--- config.mk ---
export PLATFORM = sky130hd
export DESIGN_NAME = rsa_parser
export DESIGN_NICKNAME = d
export VERILOG_FILES = /design/src/rsa_pkg.sv /design/src/rsa_parser.sv
export SDC_FILE = /design/constraint.sdc
export NUM_CORES = 1
export LEC_CHECK = 0
export BUFFER_PORTS_ARGS = -buffer_cell sky130_fd_sc_hd__clkbuf_2
export CAP_MARGIN = 40
export CORE_ASPECT_RATIO = 1.4
export CORE_MARGIN = 2
export CORE_UTILIZATION = 33
export DETAILED_ROUTE_END_ITERATION = 8
export GPL_ROUTABILITY_DRIVEN = 1
export SYNTH_ARGS = -nofsm -noshare
export SYNTH_HDL_FRONTEND = slang
export SYNTH_SLANG_ARGS = --single-unit
--- constraint.sdc ---
create_clock -name clk -period 9.7 [get_ports clk]
set_clock_uncertainty 0.05 [all_clocks]
set_input_delay 0.485 -clock clk [delete_from_list [all_inputs] [get_ports clk]]
set_output_delay 0.485 -clock clk [all_outputs]
set_load 0.02 [all_outputs]
--- src/rsa_pkg.sv ---
package rsa_pkg;

	// operation codes
	localparam logic [1:0] OP_WORD  = 2'd0;
	localparam logic [1:0] OP_READ  = 2'd1;
	localparam logic [1:0] OP_CLEAR = 2'd2;

	// configuration register indexes
	localparam logic [1:0] CFG_A_X = 2'd0;
	localparam logic [1:0] CFG_A_Y = 2'd1;
	localparam logic [1:0] CFG_B_X = 2'd2;
	localparam logic [1:0] CFG_B_Y = 2'd3;

	// stream markers
	localparam logic signed [31:0] WORD_REC_END    = -32'sd1;
	localparam logic signed [31:0] WORD_STREAM_END = -32'sd2;

	// corners are whole millimetres, stream positions are micrometres
	localparam logic signed [32:0] MM_SCALE = 33'sd1000;

	// largest readout value
	localparam logic [31:0] OUT_MAX = 32'hFFFF_FFFF;

	typedef struct packed {
		logic [1:0]         operation;
		logic signed [31:0] stream_word;
		logic [13:0]        read_channel;
	} rsa_in_t;

	typedef struct packed {
		logic [31:0] bin_value;
		logic        stream_done;
	} rsa_out_t;

	// bin update request from the parser
	typedef struct packed {
		logic               upd;
		logic               point;
		logic signed [31:0] count;
		logic signed [31:0] channel;
	} rsa_bin_req_t;

endpackage

--- src/rsa_parser.sv ---
module rsa_parser (
	input  logic                  clk,
	input  logic                  arst_n,
	input  logic                  cfg_wr_en,
	input  logic [1:0]            cfg_index,
	input  logic [21:0]           cfg_data,
	input  logic                  step,
	input  logic                  restart,
	input  logic signed [31:0]    word,
	output rsa_pkg::rsa_bin_req_t req,
	output logic                  done_next
);

	localparam logic [2:0] PH_X        = 3'd0;
	localparam logic [2:0] PH_Y        = 3'd1;
	localparam logic [2:0] PH_INTEGRAL = 3'd2;
	localparam logic [2:0] PH_COUNT    = 3'd3;
	localparam logic [2:0] PH_CHANNEL  = 3'd4;
	localparam logic [2:0] PH_SKIP     = 3'd5;
	localparam logic [2:0] PH_DONE     = 3'd6;

	logic [21:0]        cax_q, cay_q, cbx_q, cby_q;
	logic signed [32:0] ax_mm_q, ay_mm_q, bx_mm_q, by_mm_q;
	logic signed [32:0] mm_wr;
	logic [2:0]         phase_q, phase_nx;
	logic signed [31:0] held_x_q, held_x_nx;
	logic signed [31:0] held_count_q, held_count_nx;
	logic               done_q;
	logic               point;
	logic signed [32:0] x_w, y_w, lox, hix, loy, hiy;
	logic               sel;

	// corner scaled to micrometres when written
	assign mm_wr = 33'($signed(cfg_data)) * rsa_pkg::MM_SCALE;

	// corner registers, raw and scaled
	always_ff @(posedge clk or negedge arst_n) begin
		if (!arst_n) begin
			cax_q   <= '0;
			cay_q   <= '0;
			cbx_q   <= '0;
			cby_q   <= '0;
			ax_mm_q <= '0;
			ay_mm_q <= '0;
			bx_mm_q <= '0;
			by_mm_q <= '0;
		end else if (cfg_wr_en) begin
			unique case (cfg_index)
				rsa_pkg::CFG_A_X: begin
					cax_q   <= cfg_data;
					ax_mm_q <= mm_wr;
				end
				rsa_pkg::CFG_A_Y: begin
					cay_q   <= cfg_data;
					ay_mm_q <= mm_wr;
				end
				rsa_pkg::CFG_B_X: begin
					cbx_q   <= cfg_data;
					bx_mm_q <= mm_wr;
				end
				rsa_pkg::CFG_B_Y: begin
					cby_q   <= cfg_data;
					by_mm_q <= mm_wr;
				end
				default: begin
				end
			endcase
		end
	end

	// point mode when both corners coincide
	assign point = (cax_q == cbx_q) && (cay_q == cby_q);

	// rectangle bounds and record selection
	assign x_w = 33'(held_x_q);
	assign y_w = 33'(word);
	assign lox = (ax_mm_q < bx_mm_q) ? ax_mm_q : bx_mm_q;
	assign hix = (ax_mm_q < bx_mm_q) ? bx_mm_q : ax_mm_q;
	assign loy = (ay_mm_q < by_mm_q) ? ay_mm_q : by_mm_q;
	assign hiy = (ay_mm_q < by_mm_q) ? by_mm_q : ay_mm_q;
	assign sel = point ? ((x_w == ax_mm_q) && (y_w == ay_mm_q))
	                   : ((x_w >= lox) && (x_w <= hix) && (y_w >= loy) && (y_w <= hiy));

	// record parser
	always_comb begin
		phase_nx      = phase_q;
		held_x_nx     = held_x_q;
		held_count_nx = held_count_q;
		done_next     = done_q;
		req.upd       = 1'b0;
		req.point     = point;
		req.count     = held_count_q;
		req.channel   = word;
		if (restart) begin
			phase_nx      = PH_X;
			held_x_nx     = '0;
			held_count_nx = '0;
			done_next     = 1'b0;
		end else if (step && !done_q) begin
			unique case (phase_q)
				PH_X: begin
					if (word == rsa_pkg::WORD_STREAM_END) begin
						phase_nx  = PH_DONE;
						done_next = 1'b1;
					end else begin
						held_x_nx = word;
						phase_nx  = PH_Y;
					end
				end
				PH_Y: begin
					if (sel) begin
						phase_nx = PH_INTEGRAL;
					end else if (word == rsa_pkg::WORD_REC_END) begin
						phase_nx = PH_X;
					end else begin
						phase_nx = PH_SKIP;
					end
				end
				PH_INTEGRAL: begin
					phase_nx = PH_COUNT;
				end
				PH_COUNT: begin
					if (word == rsa_pkg::WORD_STREAM_END) begin
						phase_nx  = PH_DONE;
						done_next = 1'b1;
					end else if (word == rsa_pkg::WORD_REC_END) begin
						if (point) begin
							phase_nx  = PH_DONE;
							done_next = 1'b1;
						end else begin
							phase_nx = PH_X;
						end
					end else begin
						held_count_nx = word;
						phase_nx      = PH_CHANNEL;
					end
				end
				PH_CHANNEL: begin
					req.upd  = 1'b1;
					phase_nx = PH_COUNT;
				end
				PH_SKIP: begin
					if (word == rsa_pkg::WORD_STREAM_END) begin
						phase_nx  = PH_DONE;
						done_next = 1'b1;
					end else if (word == rsa_pkg::WORD_REC_END) begin
						phase_nx = PH_X;
					end
				end
				default: begin
					phase_nx  = PH_DONE;
					done_next = 1'b1;
				end
			endcase
		end
	end

	// parser state
	always_ff @(posedge clk or negedge arst_n) begin
		if (!arst_n) begin
			phase_q      <= PH_X;
			held_x_q     <= '0;
			held_count_q <= '0;
			done_q       <= 1'b0;
		end else begin
			phase_q      <= phase_nx;
			held_x_q     <= held_x_nx;
			held_count_q <= held_count_nx;
			done_q       <= done_next;
		end
	end

endmodule

# Word level (Yosys, flattened, before mapping)
# Cells that the tools add are included.
# totals
regBits,276
input_bits,61
output_inout_bits,67
# op_classes
n_reduce_logical,22
n_mux,35
n_lt_le_gt_ge,6
mul,1
eq_ne,17
# ops
operator,n
32-bit two-way mux,9
33-bit two-way mux,4
32-bit by 33-bit == test with 1-bit output,2
32-bit by 33-bit >= comparator with 1-bit output,2
32-bit by 33-bit <= comparator with 1-bit output,2
33-bit less-than comparator,2
22-bit == test,2
"32-bit by 1-bit == test with 1-bit output, second input constant",1
"32-bit by 2-bit == test with 1-bit output, second input constant",1
"22-bit by 8-bit multiplier with 30-bit output, second input constant",1
3-bit two-way mux,10
3-bit one-hot mux with 5 select lines,1
1-bit two-way mux,10
2-bit AND reduction,5
"3-bit by 2-bit == test with 1-bit output, second input constant",2
"3-bit == test, second input constant",2
1-bit logical AND,6
2-bit nonzero test,3
"2-bit == test, second input constant",2
"2-bit inequality test, second input constant",2
"4-bit inequality test, second input constant",1
4-bit AND reduction,1
2-bit OR reduction,2
"3-bit by 1-bit == test with 1-bit output, second input constant",1
other kinds (7),7

# Logic depth before layout (Yosys ltp)
# depth
ltp_word,11
mapped_depth,23
depth_no_buf,21

# Worst setup path before layout
# Ideal clock, no wire load.
# synth_path
path_type,input to register
startpoint,input port cfg_data[3]
endpoint,register ax_mm_q[24]
required_ns,9.520
setup_slack_ns,4.800
cell_stages,16
arrival_time_ns,4.720
setup_ns,0.130
cell_sequence,inv_1 fa_1 fa_1 inv_1 fa_1 fa_1 ha_1 a2111oi_0 a21o_1 nor3_1 a2111o_1 a21o_1 a221o_1 a21oi_2 xor2_2 o21ai_1
# synth_between
elab_chain_cells,1
# synth_rtl
element,line,text
from (decl),rsa_parser.sv:6,"input logic [21:0] cfg_data,"
22-bit by 8-bit multiplier with 30-bit output,rsa_parser.sv:34,assign mm_wr = 33'($signed(cfg_data)) * rsa_pkg::MM_SCALE;
to (signal assigned),rsa_parser.sv:51,ax_mm_q <= mm_wr;
to (decl),rsa_parser.sv:23,"logic signed [32:0] ax_mm_q, ay_mm_q, bx_mm_q, by_mm_q;"
# Every way passes these cells.
# A chain may end at the register's enable or synchronous reset.

# Worst setup path in the final report
# layout_path
startpoint,register cay_q[1]
endpoint,register phase_q[1]
# layout_between
elab_chain_cells,8
word_cells_on_any_way,10
cone_classes,eq/ne (1); mux (8); reduce/logical (1)
# layout_rtl
element,line,text
from (decl),rsa_parser.sv:22,"logic [21:0] cax_q, cay_q, cbx_q, cby_q;"
from (signal assigned),rsa_parser.sv:54,cay_q <= cfg_data;
22-bit == test (*),rsa_parser.sv:72,assign point = (cax_q == cbx_q) && (cay_q == cby_q);
1-bit logical AND (*),rsa_parser.sv:72,
3-bit two-way mux,rsa_parser.sv:127,if (point) begin
3-bit two-way mux,rsa_parser.sv:126,end else if (word == rsa_pkg::WORD_REC_END) begin
3-bit two-way mux,rsa_parser.sv:123,if (word == rsa_pkg::WORD_STREAM_END) begin
3-bit one-hot mux with 5 select lines (*),rsa_parser.sv:100,unique case (phase_q)
3-bit two-way mux (*),rsa_parser.sv:99,end else if (step && !done_q) begin
3-bit two-way mux (*),rsa_parser.sv:94,if (restart) begin
to (signal assigned),rsa_parser.sv:166,phase_q <= phase_nx;
to (decl),rsa_parser.sv:25,"logic [2:0] phase_q, phase_nx;"
# Mark *: on every way between the ends. The rest lies on a longest branch, timed or not. The select of a mux whose other input is x is not followed.

==> results.sh <==
export IMPL_status="finished, final reports clean"
export IMPL_synth_top_cells_by_count="279 x nand2_1, 268 x dfrtp_1, 259 x ha_1, 164 x inv_1, 125 x o21ai_0"
export IMPL_n_fill_cell=6281
export IMPL_clkSinkCount=268
export IMPL_synth_edf_count=0
export IMPL_yosysMostFrequentCell="nand2_1"
export IMPL_drcViolationCount=0
export IMPL_fin_crit_sh=0.6160
export IMPL_path_max_fanout=50
export IMPL_p_leak_nw=11.14
export IMPL_vias=15920
export IMPL_post_place_ws_ps=3683
export IMPL_grt_max_degree=123
export IMPL_tns_ps=0
export IMPL_arrival_ps=6370
export IMPL_setup_ws_ps=3725
export IMPL_seq_area_frac_synth=0.3229
export IMPL_syn_area_sq_mm=0.02077
export IMPL_ys_async_sr_fraction=1.000
export IMPL_cts_tree="yes"
export IMPL_clock_latency_ps=590
export IMPL_end_kind="flop"
export IMPL_cts_max_level=1
export IMPL_worstMarginPinSlew_ps=1002
export IMPL_ys_seq_elements=268
export IMPL_hold_viol_final=0
export IMPL_slowest_stage="a21boi_0"
export IMPL_maxSlewViolCount=0
export IMPL_drtIter0Drc=1028
export IMPL_path_clk_slew_ps=70
export IMPL_grt_pass1_vias=16640
export IMPL_critPathRequiredTime_ps=10100
export IMPL_cts_inserted_buffers=29
export IMPL_whs_ps=143.0
export IMPL_ctsResizeCount=0
export IMPL_yosysTopAreaCellShare=0.3229
export IMPL_ir_drop_uv=239.2
export IMPL_critPathTopFamily="compound AO/OA/AOI/OAI gates"
export IMPL_first_pass_iters=5
export IMPL_dp_hpwl_mm=46.51
export IMPL_grt_pass1_wl_mm=94.36
export IMPL_rows=108
export IMPL_grtUsageTotal=0.1851
export IMPL_antenna_cells=0
export IMPL_setup_viol=0
export IMPL_postRouteWirelength_mm=59.53
export IMPL_synth_cell_type_count=72
export IMPL_clk_path_buf_depth=3
export IMPL_io_pin_count=128
export IMPL_power_density_mw_per_mm2=338.0
export IMPL_nets=2581
export IMPL_die_h_um=300.8
export IMPL_layout_drive_gt1_share=0.1259
export IMPL_cpPeakStageDelay_ps=530
export IMPL_syn_avg_cell_area_sq_um=9.876
export IMPL_ys_top_cells_by_area="dfrtp_1 32%, ha_1 16%, fa_1 8.0%"
export IMPL_antenna_found_initial=0
export IMPL_initial_core_util=0.3341
export IMPL_design_area_sq_mm=0.02322
export IMPL_detail_route_wl_per_cell_um=19.67
export IMPL_dpl_cell_area_sq_mm=0.02224
export IMPL_layout_min_cycle_time_ps=5975
export IMPL_io_buffers=127
export IMPL_clock_root_buffer="clkbuf_16"
export IMPL_finalPower_mw=7.849
export IMPL_crit_buf_inv=2
export IMPL_gp_congestion=0.9035
export IMPL_drv_cap=0
export IMPL_maxSlewHeadroom=0.3321
export IMPL_max_freq_ghz=0.1674
export IMPL_die_area_sq_mm=0.06499
export IMPL_gr_total_overflow=0
export IMPL_yosysTopAreaCell="dfrtp_1"
export IMPL_rsz0062_at_grt="false"
export IMPL_ys_flop_type="dfrtp_1"
export IMPL_post_drt_via_cell_ratio=5.260
export IMPL_worstHoldPathType="input pin to flop"
export IMPL_die_x_um=216.0
export IMPL_critPathLaunchType="flop"
export IMPL_coreArea_sq_mm=0.06216
export IMPL_setup_worst_path_class="flop to flop"
export IMPL_ant_nets=0
export IMPL_yosysWarnings=0
export IMPL_syn_inst=2103
export IMPL_syn2layout_area_growth_pct=11.83
export IMPL_crit_chain="ha_1 > nor2b_1 > o21a_1 > o21ai_1 > a211o_1 > o21ai_1 > a21oi_1 > o311ai_2 > mux2i_4 > buf_4 > buf_16 > mux2i_1 > ha_1 > nand4_1 > nor3_1 > a21boi_0 > nor4b_2 > o221a_2 > or3_1 > a31oi_1 > or4_1 > a21oi_1"
export IMPL_syn_num_nets=2506
logic make-up (layout without fill, tap and decap cells):
kind of cell	after synthesis	after routing	share of synthesized area
mux	186	186	0.09428
flops	268	268	0.3229
buf+inv	269	367	0.05717
simple gates	503	503	0.1128
compound gates	424	424	0.1296
fa+ha+maj	342	342	0.2360
xor+xnor	111	111	0.04717
per-layer routing:
metal  part of all wire  up-vias  track usage  wire, um
met5                  0        -            0         0
met4              0.047        0      0.08170      2807
met3              0.038      110      0.02121      2235
met2               0.51      337       0.3408     30570
met1               0.40     7926       0.2152     23920
li1                   -     7544            -         -
flip-flops by register name (all words and copies together) (netlist names), 28 cells and up:
register	flops
ax_mm_q	28
ay_mm_q	28
bx_mm_q	28
by_mm_q	28
held_count_q	32
held_x_q	32
stage by stage:
stage,cells,utilization
global placement,2961,0.3540
detailed placement,2971,0.3579
floorplan,2103,-
global route,3026,0.3736
CTS,3026,0.3736
finish,3026,0.3736
worst paths after layout:
path                                       start                     endpoint  slack [ps]  cells past startpoint
setup / recovery            cay_q[1]$_DFFE_PN0P_       phase_q[1]$_DFFE_PN0P_        3720                     22
hold / removal                           word[2]  held_count_q[2]$_DFFE_PN0P_         140                      3
setup reg to reg            cay_q[1]$_DFFE_PN0P_       phase_q[1]$_DFFE_PN0P_        3720                     22
hold reg to reg            cax_q[16]$_DFFE_PN0P_        cax_q[16]$_DFFE_PN0P_         440                      2
max in group asynchronous                 arst_n        cbx_q[12]$_DFFE_PN0P_        7750                      4
min in group asynchronous                 arst_n  held_count_q[3]$_DFFE_PN0P_         530                      2
power breakdown:
group          internal [mW]  switching, mW  total, mW
combinational           2.03           2.86       4.89
clock                  0.646          0.490       1.14
sequential              1.42          0.401       1.82
total                   4.09           3.75       7.85
tightest hold or removal path: cells and delay by family:
kind	cells	cell delay, ps
AO/OA/AOI/OAI	1	60
buffers and inverters	1	130
AND/OR/NAND/NOR	1	70
cell usage in the layout, fill, tap and decap left out, drive strengths merged, types with 9 or more instances in the layout:
master and count:
a211oi 12, a21o 43, a21oi 111, a22o 34
buf 22, clkbuf 166, dfrtp 268, fa 83
ha 259, inv 166, mux2 67, mux2i 119
nand2 279, nand2b 10, nand3 19, nand4 57
nor2 46, nor3 21, nor4 21, o21ai 137
o311ai 10, o31ai 9, xnor2 73, xor2 38
cell type report:
class,count,area [sq um],area share
well taps,825,1032,0.04445
clock inverters,14,153.9,0.006626
flip-flops and latches,268,6706,0.2888
multi-input cells,1566,12920,0.5565
inverters,164,615.6,0.02651
repair buffers,149,975.9,0.04202
clock buffers,40,817.0,0.03518
timing repair:
| action | CTS | global route |
|---|---|---|
| setup buffers | 0 | 0 |
| hold buffers | 1 | 0 |
| hold endpoints to repair | 10 | 0 |
| endpoints found under the setup margin | 0 | 0 |
Power figures use the tool's default switching activity.
